--- src/design/hmbd_pkg.sv ---
// Shared types, codes and helpers for the HTTP message body deframer.
// No dependencies; hmbd_core, the top level and the checker use it by scoped names.
package hmbd_pkg;

	// Request operation codes
	typedef enum logic [2:0] {
		OP_DATA       = 3'd0,
		OP_START_HDR  = 3'd1,
		OP_START_LINE = 3'd2,
		OP_START_PAY  = 3'd3,
		OP_START_CHNK = 3'd4,
		OP_END_INPUT  = 3'd5
	} opcode_t;

	// Framing modes
	typedef enum logic [2:0] {
		MODE_IDLE    = 3'd0,
		MODE_HEADER  = 3'd1,
		MODE_LINE    = 3'd2,
		MODE_PAYLOAD = 3'd3,
		MODE_CSIZE   = 3'd4,
		MODE_CDATA   = 3'd5,
		MODE_CTAIL   = 3'd6,
		MODE_TRAILER = 3'd7
	} mode_t;

	// Byte classification
	typedef enum logic [1:0] {
		KIND_NONE    = 2'd0,
		KIND_TEXT    = 2'd1,
		KIND_PAYLOAD = 2'd2,
		KIND_FRAMING = 2'd3
	} kind_t;

	// Result status
	typedef enum logic [1:0] {
		ST_OK         = 2'd0,
		ST_BAD_SIZE   = 2'd1,
		ST_NEED_CLOSE = 2'd2,
		ST_NO_MODE    = 2'd3
	} status_t;

	localparam logic [7:0] CH_CR    = 8'h0D;
	localparam logic [7:0] CH_LF    = 8'h0A;
	localparam logic [7:0] CH_SPACE = 8'h20;
	localparam logic [7:0] CH_TAB   = 8'h09;

	localparam logic [1:0] NL_TARGET_HDR  = 2'd2;
	localparam logic [1:0] NL_TARGET_LINE = 2'd1;

	// Control state apart from the length counter
	typedef struct packed {
		mode_t      mode;
		logic [1:0] nl_count;
		logic [1:0] nl_target;
		logic       input_ended;
		logic       digit_seen;
		logic       tail_space;
	} ctl_state_t;

	// One result
	typedef struct packed {
		logic [7:0] out_byte;
		kind_t      byte_kind;
		logic       section_last;
		logic       payload_consumed;
		status_t    status;
	} rsp_t;

	// Hex digit decode: {valid, value}
	function automatic logic [4:0] hex_decode(input logic [7:0] c);
		logic [4:0] r;
		r = 5'd0;
		if (c >= 8'h30 && c <= 8'h39) begin
			r = {1'b1, 4'(c - 8'h30)};
		end else if (c >= 8'h61 && c <= 8'h66) begin
			r = {1'b1, 4'(c - 8'h57)};
		end else if (c >= 8'h41 && c <= 8'h46) begin
			r = {1'b1, 4'(c - 8'h37)};
		end
		return r;
	endfunction

endpackage

--- src/design/hmbd_if.sv ---
// Request and result channel interfaces of the message body deframer.
// Depends on nothing but the fixed field widths.
interface hmbd_req_if;
	logic        valid;
	logic        ready;
	logic [2:0]  opcode;
	logic [7:0]  data_byte;
	logic [31:0] payload_length;

	modport source (output valid, output opcode, output data_byte, output payload_length,
		input ready);
	modport sink (input valid, input opcode, input data_byte, input payload_length,
		output ready);
endinterface

interface hmbd_rsp_if;
	logic       valid;
	logic       ready;
	logic [7:0] out_byte;
	logic [1:0] byte_kind;
	logic       section_last;
	logic       payload_consumed;
	logic [1:0] status;

	modport source (output valid, output out_byte, output byte_kind, output section_last,
		output payload_consumed, output status, input ready);
	modport sink (input valid, input out_byte, input byte_kind, input section_last,
		input payload_consumed, input status, output ready);
endinterface

--- src/design/hmbd_core.sv ---
// Next-state and result logic for one request of the deframer.
// Depends on hmbd_pkg; purely combinational, registered by the top level.
module hmbd_core #(
	parameter int LENGTH_BITS = 32
) (
	input  logic [2:0]             opcode,
	input  logic [7:0]             data_byte,
	input  logic [LENGTH_BITS-1:0] len,
	input  hmbd_pkg::ctl_state_t   st,
	input  logic [LENGTH_BITS-1:0] bytes_left,
	output hmbd_pkg::ctl_state_t   st_nxt,
	output logic [LENGTH_BITS-1:0] bytes_left_nxt,
	output hmbd_pkg::rsp_t         res
);

	logic [4:0]             hex;
	logic [1:0]             nl_inc;
	logic [1:0]             nl_cnt;
	logic                   nl_hit;
	logic [LENGTH_BITS-1:0] bl_dec;
	logic                   no_room;

	assign hex     = hmbd_pkg::hex_decode(data_byte);
	assign nl_inc  = st.nl_count + 2'd1;
	assign bl_dec  = bytes_left - LENGTH_BITS'(1);
	assign no_room = (bytes_left[LENGTH_BITS-1 -: 4] != 4'd0);

	// Newline counting: CR leaves the count, LF steps it, anything else clears it
	always_comb begin
		if (data_byte == hmbd_pkg::CH_CR) begin
			nl_cnt = st.nl_count;
			nl_hit = 1'b0;
		end else if (data_byte == hmbd_pkg::CH_LF) begin
			nl_cnt = nl_inc;
			nl_hit = (nl_inc == st.nl_target);
		end else begin
			nl_cnt = 2'd0;
			nl_hit = (st.nl_target == 2'd0);
		end
	end

	// Mode update and result fields
	always_comb begin
		st_nxt             = st;
		bytes_left_nxt     = bytes_left;
		res.out_byte       = 8'd0;
		res.byte_kind      = hmbd_pkg::KIND_NONE;
		res.section_last   = 1'b0;
		res.status         = hmbd_pkg::ST_OK;

		case (hmbd_pkg::opcode_t'(opcode))
			hmbd_pkg::OP_DATA: begin
				res.out_byte = data_byte;
				if (st.input_ended || st.mode == hmbd_pkg::MODE_IDLE) begin
					res.status = hmbd_pkg::ST_NO_MODE;
				end else begin
					case (st.mode)
						hmbd_pkg::MODE_HEADER, hmbd_pkg::MODE_LINE,
						hmbd_pkg::MODE_TRAILER: begin
							res.byte_kind = (st.mode == hmbd_pkg::MODE_TRAILER) ?
								hmbd_pkg::KIND_FRAMING : hmbd_pkg::KIND_TEXT;
							st_nxt.nl_count = nl_cnt;
							if (nl_hit) begin
								res.section_last = 1'b1;
								st_nxt.mode      = hmbd_pkg::MODE_IDLE;
								bytes_left_nxt   = '0;
							end
						end
						hmbd_pkg::MODE_PAYLOAD: begin
							res.byte_kind  = hmbd_pkg::KIND_PAYLOAD;
							bytes_left_nxt = bl_dec;
							if (bl_dec == '0) begin
								res.section_last = 1'b1;
								st_nxt.mode      = hmbd_pkg::MODE_IDLE;
							end
						end
						hmbd_pkg::MODE_CDATA: begin
							res.byte_kind  = hmbd_pkg::KIND_PAYLOAD;
							bytes_left_nxt = bl_dec;
							if (bl_dec == '0) begin
								st_nxt.mode = hmbd_pkg::MODE_CTAIL;
							end
						end
						hmbd_pkg::MODE_CTAIL: begin
							res.byte_kind = hmbd_pkg::KIND_FRAMING;
							if (data_byte == hmbd_pkg::CH_LF) begin
								st_nxt.mode       = hmbd_pkg::MODE_CSIZE;
								bytes_left_nxt    = '0;
								st_nxt.digit_seen = 1'b0;
								st_nxt.tail_space = 1'b0;
							end
						end
						hmbd_pkg::MODE_CSIZE: begin
							res.byte_kind = hmbd_pkg::KIND_FRAMING;
							if (data_byte == hmbd_pkg::CH_CR) begin
								// CR is skipped inside a size line
							end else if (data_byte == hmbd_pkg::CH_LF) begin
								if (!st.digit_seen) begin
									res.status = hmbd_pkg::ST_BAD_SIZE;
								end else if (bytes_left == '0) begin
									st_nxt.mode      = hmbd_pkg::MODE_TRAILER;
									st_nxt.nl_count  = 2'd1;
									st_nxt.nl_target = hmbd_pkg::NL_TARGET_HDR;
								end else begin
									st_nxt.mode = hmbd_pkg::MODE_CDATA;
								end
							end else if (data_byte == hmbd_pkg::CH_SPACE ||
								data_byte == hmbd_pkg::CH_TAB) begin
								if (st.digit_seen) begin
									st_nxt.tail_space = 1'b1;
								end
							end else if (hex[4] && !st.tail_space && !no_room) begin
								bytes_left_nxt    = {bytes_left[LENGTH_BITS-5:0], hex[3:0]};
								st_nxt.digit_seen = 1'b1;
							end else begin
								res.status = hmbd_pkg::ST_BAD_SIZE;
							end
							if (res.status == hmbd_pkg::ST_BAD_SIZE) begin
								st_nxt.mode    = hmbd_pkg::MODE_IDLE;
								bytes_left_nxt = '0;
							end
						end
						default: begin
						end
					endcase
				end
			end
			hmbd_pkg::OP_START_HDR: begin
				if (!st.input_ended) begin
					if (st.mode == hmbd_pkg::MODE_PAYLOAD || st.mode == hmbd_pkg::MODE_CSIZE ||
						st.mode == hmbd_pkg::MODE_CDATA || st.mode == hmbd_pkg::MODE_CTAIL ||
						st.mode == hmbd_pkg::MODE_TRAILER) begin
						res.status = hmbd_pkg::ST_NEED_CLOSE;
					end else begin
						st_nxt.mode      = hmbd_pkg::MODE_HEADER;
						bytes_left_nxt   = '0;
						st_nxt.nl_count  = 2'd0;
						st_nxt.nl_target = hmbd_pkg::NL_TARGET_HDR;
					end
				end
			end
			hmbd_pkg::OP_START_LINE: begin
				if (st.input_ended) begin
					res.status = hmbd_pkg::ST_NEED_CLOSE;
				end else begin
					st_nxt.mode      = hmbd_pkg::MODE_LINE;
					bytes_left_nxt   = '0;
					st_nxt.nl_count  = 2'd0;
					st_nxt.nl_target = hmbd_pkg::NL_TARGET_LINE;
				end
			end
			hmbd_pkg::OP_START_PAY: begin
				if (st.input_ended) begin
					res.status = hmbd_pkg::ST_NEED_CLOSE;
				end else begin
					bytes_left_nxt = len;
					st_nxt.mode    = (len == '0) ? hmbd_pkg::MODE_IDLE : hmbd_pkg::MODE_PAYLOAD;
				end
			end
			hmbd_pkg::OP_START_CHNK: begin
				if (st.input_ended) begin
					res.status = hmbd_pkg::ST_NEED_CLOSE;
				end else begin
					st_nxt.mode       = hmbd_pkg::MODE_CSIZE;
					bytes_left_nxt    = '0;
					st_nxt.digit_seen = 1'b0;
					st_nxt.tail_space = 1'b0;
				end
			end
			hmbd_pkg::OP_END_INPUT: begin
				st_nxt.input_ended = 1'b1;
			end
			default: begin
				// unused codes leave everything as it is
			end
		endcase

		res.payload_consumed = (st_nxt.mode == hmbd_pkg::MODE_IDLE) && (bytes_left_nxt == '0);
	end

endmodule

--- src/design/http_message_body_deframer.sv ---
// Top level of the HTTP message body deframer: state registers, result register.
// Depends on hmbd_pkg, hmbd_if (channels) and hmbd_core (per-request logic).

// Every request (a command or one received byte) yields exactly one result,
// registered and shown in the cycle after it is taken. A new request is taken in
// every cycle while the result channel drains; the rate is one request per clock.
// A stalled result holds the request channel off only while the result register is
// full and not being taken. Payload lengths are counted in LENGTH_BITS bits;
// chunk sizes that do not fit are reported as bad. After reset the block is ready
// at once.
module http_message_body_deframer #(
	parameter int LENGTH_BITS = 32
) (
	input logic        clk,
	input logic        arst_n,
	hmbd_req_if.sink   req,
	hmbd_rsp_if.source rsp
);

	hmbd_pkg::ctl_state_t   st_q;
	hmbd_pkg::ctl_state_t   st_nxt;
	logic [LENGTH_BITS-1:0] bytes_left_q;
	logic [LENGTH_BITS-1:0] bytes_left_nxt;
	logic [LENGTH_BITS-1:0] len;
	logic [63:0]            len_ext;
	hmbd_pkg::rsp_t         res;
	hmbd_pkg::rsp_t         rsp_q;
	logic                   rsp_valid_q;
	logic                   take;

	// Length masked or widened to the counter width
	assign len_ext = {32'd0, req.payload_length};
	assign len     = len_ext[LENGTH_BITS-1:0];

	assign req.ready = !rsp_valid_q || rsp.ready;
	assign take      = req.valid && req.ready;

	hmbd_core #(
		.LENGTH_BITS(LENGTH_BITS)
	) u_core (
		.opcode        (req.opcode),
		.data_byte     (req.data_byte),
		.len           (len),
		.st            (st_q),
		.bytes_left    (bytes_left_q),
		.st_nxt        (st_nxt),
		.bytes_left_nxt(bytes_left_nxt),
		.res           (res)
	);

	// Framing state
	always_ff @(posedge clk or negedge arst_n) begin
		if (!arst_n) begin
			st_q.mode        <= hmbd_pkg::MODE_IDLE;
			st_q.nl_count    <= 2'd0;
			st_q.nl_target   <= 2'd0;
			st_q.input_ended <= 1'b0;
			st_q.digit_seen  <= 1'b0;
			st_q.tail_space  <= 1'b0;
			bytes_left_q     <= '0;
		end else if (take) begin
			st_q         <= st_nxt;
			bytes_left_q <= bytes_left_nxt;
		end
	end

	// Result register valid
	always_ff @(posedge clk or negedge arst_n) begin
		if (!arst_n) begin
			rsp_valid_q <= 1'b0;
		end else if (take) begin
			rsp_valid_q <= 1'b1;
		end else if (rsp.ready) begin
			rsp_valid_q <= 1'b0;
		end
	end

	// Result payload
	always_ff @(posedge clk) begin
		if (take) begin
			rsp_q <= res;
		end
	end

	assign rsp.valid            = rsp_valid_q;
	assign rsp.out_byte         = rsp_q.out_byte;
	assign rsp.byte_kind        = rsp_q.byte_kind;
	assign rsp.section_last     = rsp_q.section_last;
	assign rsp.payload_consumed = rsp_q.payload_consumed;
	assign rsp.status           = rsp_q.status;

endmodule

--- src/flat_wrapper.sv ---
// flat-port wrapper written by rule: the top's interface ports become plain ports
module http_message_body_deframer_flat 
#(
	parameter int LENGTH_BITS = 32
)
  (clk, arst_n, req_valid, req_opcode, req_data_byte, req_payload_length, req_ready, rsp_valid, rsp_out_byte, rsp_byte_kind, rsp_section_last, rsp_payload_consumed, rsp_status, rsp_ready);
  hmbd_req_if req_i ();
  hmbd_rsp_if rsp_i ();
  input logic clk;
  input logic arst_n;
  input wire logic [$bits(req_i.valid)-1:0] req_valid;
  input wire logic [$bits(req_i.opcode)-1:0] req_opcode;
  input wire logic [$bits(req_i.data_byte)-1:0] req_data_byte;
  input wire logic [$bits(req_i.payload_length)-1:0] req_payload_length;
  output wire logic [$bits(req_i.ready)-1:0] req_ready;
  output wire logic [$bits(rsp_i.valid)-1:0] rsp_valid;
  output wire logic [$bits(rsp_i.out_byte)-1:0] rsp_out_byte;
  output wire logic [$bits(rsp_i.byte_kind)-1:0] rsp_byte_kind;
  output wire logic [$bits(rsp_i.section_last)-1:0] rsp_section_last;
  output wire logic [$bits(rsp_i.payload_consumed)-1:0] rsp_payload_consumed;
  output wire logic [$bits(rsp_i.status)-1:0] rsp_status;
  input wire logic [$bits(rsp_i.ready)-1:0] rsp_ready;
  assign req_i.valid = req_valid;
  assign req_i.opcode = req_opcode;
  assign req_i.data_byte = req_data_byte;
  assign req_i.payload_length = req_payload_length;
  assign req_ready = req_i.ready;
  assign rsp_valid = rsp_i.valid;
  assign rsp_out_byte = rsp_i.out_byte;
  assign rsp_byte_kind = rsp_i.byte_kind;
  assign rsp_section_last = rsp_i.section_last;
  assign rsp_payload_consumed = rsp_i.payload_consumed;
  assign rsp_status = rsp_i.status;
  assign rsp_i.ready = rsp_ready;
  http_message_body_deframer #(.LENGTH_BITS(LENGTH_BITS)) u_core (.clk(clk), .arst_n(arst_n), .req(req_i), .rsp(rsp_i));
endmodule
--- config.mk ---
export PLATFORM = sky130hd
export DESIGN_NAME = http_message_body_deframer_flat
export DESIGN_NICKNAME = d
export VERILOG_FILES = /design/src/design/hmbd_pkg.sv /design/src/design/hmbd_if.sv /design/src/design/hmbd_core.sv /design/src/design/http_message_body_deframer.sv /design/src/flat_wrapper.sv
export SDC_FILE = /design/constraint.sdc
export NUM_CORES = 1
export LEC_CHECK = 0
export CORE_MARGIN = 10
export CORE_UTILIZATION = 68
export CTS_BUF_LIST = sky130_fd_sc_hd__clkbuf_4 sky130_fd_sc_hd__clkbuf_8
export CTS_CLUSTER_SIZE = 10
export DETAILED_ROUTE_END_ITERATION = 6
export DONT_BUFFER_PORTS = 1
export PLACE_DENSITY = 0.91
export SYNTH_ARGS = -nofsm -noshare
export SYNTH_HDL_FRONTEND = slang
export SYNTH_SLANG_ARGS = --single-unit
--- constraint.sdc ---
create_clock -name clk -period 7.2 [get_ports clk]
set_input_delay 1.44 -clock clk [delete_from_list [all_inputs] [get_ports clk]]
set_output_delay 1.44 -clock clk [all_outputs]
set_load 0.005 [all_outputs]
==> impl_metrics.prom <==
# TYPE chip_impl_metric gauge
chip_impl_info{name="outcome",value="finished with violations"} 1
chip_impl_info{name="violations",value="DRC"} 1
chip_impl_info{name="min-delay-path-class",value="reg2reg"} 1
chip_impl_metric{name="global_route.usage.met3",unit="%"} 13.3
chip_impl_info{name="critical_path_class",value="in2reg"} 1
chip_impl_info{name="top_usage_layer",value="met2"} 1
chip_impl_info{name="netlist.top_cell.by_area",value="sky130_fd_sc_hd__dfrtp_1"} 1
chip_impl_info{name="cts_tree",value="built"} 1
chip_impl_metric{name="total_count_of_max_transition_violations_in_the_final_report",unit=""} 0
chip_impl_metric{name="power_density",unit="nW/µm²"} 316
chip_impl_metric{name="synth_edf_count",unit=""} 14
chip_impl_metric{name="max_slew.worst_pin.slew",unit="ns"} 1.45
chip_impl_info{name="worst_setup_path_end_kind",value="flop"} 1
chip_impl_metric{name="synth_fa_ha_area_share",unit="%"} 1.36
chip_impl_metric{name="worst-endpoint-required",unit="ns"} 7.27
chip_impl_metric{name="detail-route-antenna-nets",unit=""} 0
chip_impl_metric{name="die_w",unit="µm"} 110
chip_impl_metric{name="fin_skew",unit="ns"} 0.00852
chip_impl_metric{name="cts_hold_repair.buffers",unit=""} 0
chip_impl_metric{name="synthArstFlopShare",unit="%"} 75.4
chip_impl_metric{name="drc",unit=""} 9
chip_impl_metric{name="n_antenna_cell",unit=""} 0
chip_impl_metric{name="max_freq",unit="MHz"} 197
chip_impl_info{name="crit_path_cell_trace",value="inv_1 > ha_1 > o21bai_1 > a2111oi_0 > a21oi_1 > nor4_2 > a2111oi_0 > nand4_1 > nor4_1 > nand4_1 > nor4_1"} 1
chip_impl_metric{name="period_share",unit="%"} 70.4
chip_impl_metric{name="ys_seq_elements",unit=""} 57
chip_impl_info{name="ys.flop_type",value="sky130_fd_sc_hd__dfrtp_1"} 1
chip_impl_metric{name="antenna_violations_before_repair",unit=""} 0
chip_impl_metric{name="placement_rows",unit=""} 32
chip_impl_metric{name="synth_warnings",unit=""} 0
chip_impl_metric{name="fp.dieH",unit="µm"} 110
chip_impl_metric{name="layout.area.seq",unit="µm²"} 1500
chip_impl_info{name="setup_crit_start_kind",value="primary input"} 1
chip_impl_metric{name="cell_internal_pwr",unit="mW"} 0.886
chip_impl_metric{name="critPathArrivalTime",unit="ns"} 5.14
chip_impl_metric{name="synth-compound-area-share",unit="%"} 29.0
chip_impl_metric{name="clock_tree.buffer_depth",unit=""} 2
chip_impl_metric{name="dr_total_vias",unit=""} 6494
chip_impl_metric{name="vias_per_cell",unit=""} 7.98
chip_impl_metric{name="h-tree-depth",unit=""} 3
chip_impl_metric{name="dpl.hpwl",unit="µm"} 15100
chip_impl_metric{name="critical_path.max_stage_delay",unit="ns"} 1.19
chip_impl_metric{name="cts.clk_slew.worst_paths",unit="ns"} 0.07
chip_impl_metric{name="io_pins",unit=""} 63
chip_impl_info{name="dominant_combinational_cell_family_by_area_after_synthesis",value="simple AND/OR/NAND/NOR gates"} 1
chip_impl_metric{name="clkLatencyLatePin",unit="ns"} 0.35
chip_impl_info{name="rsz_0062_raised_after_global_routing",value="false"} 1
chip_impl_metric{name="drt_iter0_drc",unit=""} 1298
chip_impl_metric{name="placed_cells_incl_taps",unit=""} 798
chip_impl_metric{name="maximum_number_of_pins_on_one_net_before_global_route_repair",unit=""} 44
chip_impl_metric{name="initial_utilization",unit="%"} 70.7
chip_impl_metric{name="fraction_of_final_layout_cells_sized_beyond_drive_strength_1",unit="%"} 6.46
chip_impl_metric{name="place.port_buffers",unit=""} 0
chip_impl_info{name="synth_common_cells",value="sky130_fd_sc_hd__nand2_1, sky130_fd_sc_hd__nor2_1, sky130_fd_sc_hd__o21ai_0"} 1
chip_impl_metric{name="grt_remaining_overflow",unit=""} 0
chip_impl_metric{name="synthMuxAreaShare",unit="%"} 2.13
chip_impl_metric{name="fillers",unit=""} 647
chip_impl_metric{name="multi_input_comb_area",unit="µm²"} 3710
chip_impl_metric{name="fin_util",unit="%"} 72.6
chip_impl_metric{name="netSwitchingFraction",unit="%"} 50.6
chip_impl_metric{name="drv.max_cap_violation_count",unit=""} 0
chip_impl_metric{name="cts_resized",unit=""} 0
chip_impl_metric{name="p_clk_share",unit="%"} 18.6
chip_impl_metric{name="die-area",unit="µm²"} 12100
chip_impl_metric{name="synth-simple-area-share",unit="%"} 32.5
chip_impl_metric{name="wl",unit="µm"} 20900
chip_impl_metric{name="cts_setup_buffers",unit=""} 0
chip_impl_metric{name="finalSetupTns",unit="ns"} 0
chip_impl_metric{name="min_period",unit="ns"} 5.07
chip_impl_metric{name="cts_inserted_buffers",unit=""} 9
chip_impl_metric{name="area_of_the_mapped_netlist",unit="µm²"} 5520
chip_impl_metric{name="seqPwrFrac",unit="%"} 33.3
chip_impl_metric{name="syn_avg_cell_area",unit="µm²"} 7.34
chip_impl_metric{name="ir_drop",unit="V"} 0.000263
chip_impl_metric{name="area_delta_synth_final",unit="%"} 2.68
chip_impl_metric{name="syn-num-nets",unit=""} 805
chip_impl_metric{name="netSwitchingPower",unit="mW"} 0.907
chip_impl_metric{name="gr-usage-met2",unit="%"} 48.5
chip_impl_metric{name="synth.yosys.seq_area_share",unit="%"} 27.1
chip_impl_metric{name="num-nets-final",unit=""} 760
chip_impl_metric{name="firstDrtPassIters",unit=""} 7
chip_impl_metric{name="post_drt_wl_per_cell",unit="µm"} 25.7
chip_impl_metric{name="synth_cells",unit=""} 752
chip_impl_info{name="netlist_top_cells_area",value="sky130_fd_sc_hd__dfrtp_1, sky130_fd_sc_hd__edfxtp_1, sky130_fd_sc_hd__nand2_1"} 1
chip_impl_metric{name="crit_fanout",unit=""} 11
chip_impl_metric{name="grt_pass1_wl",unit="µm"} 32600
chip_impl_metric{name="hold_violations",unit=""} 0
chip_impl_metric{name="yosys.area.top_type_share",unit="%"} 19.5
chip_impl_metric{name="cts_sinks",unit=""} 57
chip_impl_metric{name="yosys.cell_types.count",unit=""} 77
chip_impl_metric{name="synth_xor_xnor_area_share",unit="%"} 1.90
chip_impl_metric{name="gp_routability_congestion",unit=""} 1.12
chip_impl_metric{name="vias_in_the_first_global_route",unit=""} 5770
chip_impl_info{name="synth_most_common_cell",value="sky130_fd_sc_hd__nand2_1"} 1
chip_impl_metric{name="final_instance_count_excl_fillers",unit=""} 814
chip_impl_metric{name="maxSlewHeadroom",unit="%"} 3.25
chip_impl_metric{name="leakage_power",unit="nW"} 2.09
chip_impl_metric{name="grt.met1_usage",unit="%"} 46.9
chip_impl_info{name="critPathSlowestCell",value="sky130_fd_sc_hd__nor4_2"} 1
chip_impl_info{name="cts_root_buffer",value="sky130_fd_sc_hd__clkbuf_8"} 1
chip_impl_metric{name="core_area",unit="µm²"} 7810
chip_impl_metric{name="grt_usage",unit="%"} 34.4
chip_impl_metric{name="report.final.setup_viol",unit=""} 0
chip_impl_metric{name="share_comb_of_total_power",unit="%"} 48.1
## layout make-up
type	instances	area share, %
clock buffers	9	2.19
clock inverters	7	1.50
inverters	22	1.46
multi-input cells	611	65.4
flip-flops and latches	57	26.4
well taps	102	2.25
repair buffers	6	0.795
## path summary, 6_finish.rpt
kind / to / start / slack [ns] / cells past startpoint
worst max-delay path: u_core.rsp.payload_consumed / req_data_byte[1] / 2.13 / 11
worst min-delay path: u_core.st_q[6] / u_core.st_q[6] / 0.52 / 1
worst max register to register: u_core.rsp.payload_consumed / u_core.bytes_left_q[0] / 2.20 / 11
worst min register to register: u_core.st_q[6] / u_core.st_q[6] / 0.52 / 1
max in group asynchronous: u_core.bytes_left_q[28] / arst_n / 6.32 / 0
min in group asynchronous: u_core.st_q[1] / arst_n / 0.78 / 0
## power by group through the flow
stage          Combinational (mW)  Sequential [mW]  Clock [mW]
6_report                    0.862            0.597       0.334
3_3_place_gp                0.787            0.584           0
2_1_floorplan               0.719            0.449           0
5_1_grt                     0.921            0.604       0.349
3_5_place_dp                0.810            0.585           0
4_1_cts                     0.813            0.580       0.332
## cell families after synthesis
kind of cell    Yosys count
flops                    57
compound gates          233
fa+ha+maj                 6
buf+inv                  84
simple gates            349
mux                      11
xor+xnor                 12
## sequential cells by signal, indices dropped and copies added (netlist names)
name	count
u_core.bytes_left_q	32
u_core.st_q	10
u_core.rsp.out_byte	8
u_core.rsp.byte_kind	2
u_core.rsp.status	2
u_core.rsp.payload_consumed	1
u_core.rsp.section_last	1
u_core.rsp.valid	1
## placed cells by master (no fill, tap or decap), drive strengths merged, types with 12 or more instances in the layout
master and count:
a21oi 37, a22oi 13, a31oi 12, dfrtp 43, edfxtp 14, inv 20, nand2 99, nand3 24
nand4 16, nor2 64, nor3 33, nor4 25, o21ai 63, or3 17
## critical path, delay by kind of cell
kind	cells	cell delay [ns]
and+or+nand+nor	5	1.57
buffers and inverters	1	0.08
AOI/OAI and AO/OA	4	1.78
adders and majority gates	1	0.27
## per-stage QoR
step | instance area, µm² | hold WS, ns | power (mW) | setup WS [ns]
4_1_cts | 5670 | 0.516 | 1.72 | 2.30
5_1_grt | 5670 | 0.551 | 1.87 | 1.81
3_3_place_gp | 5460 | 0.493 | 1.37 | 2.19
3_5_place_dp | 5460 | 0.506 | 1.40 | 1.95
6_report | 5670 | 0.522 | 1.79 | 2.13
2_1_floorplan | 5520 | 0.482 | 1.17 | 2.92
## per-layer routing
metal / part of all wire [%] / up-vias
met5: 0 / -
met4: 5.5 / 0
met3: 18 / 141
met2: 40 / 695
met1: 36 / 2898
li1: - / 2760
Power figures use the tool's default switching activity.
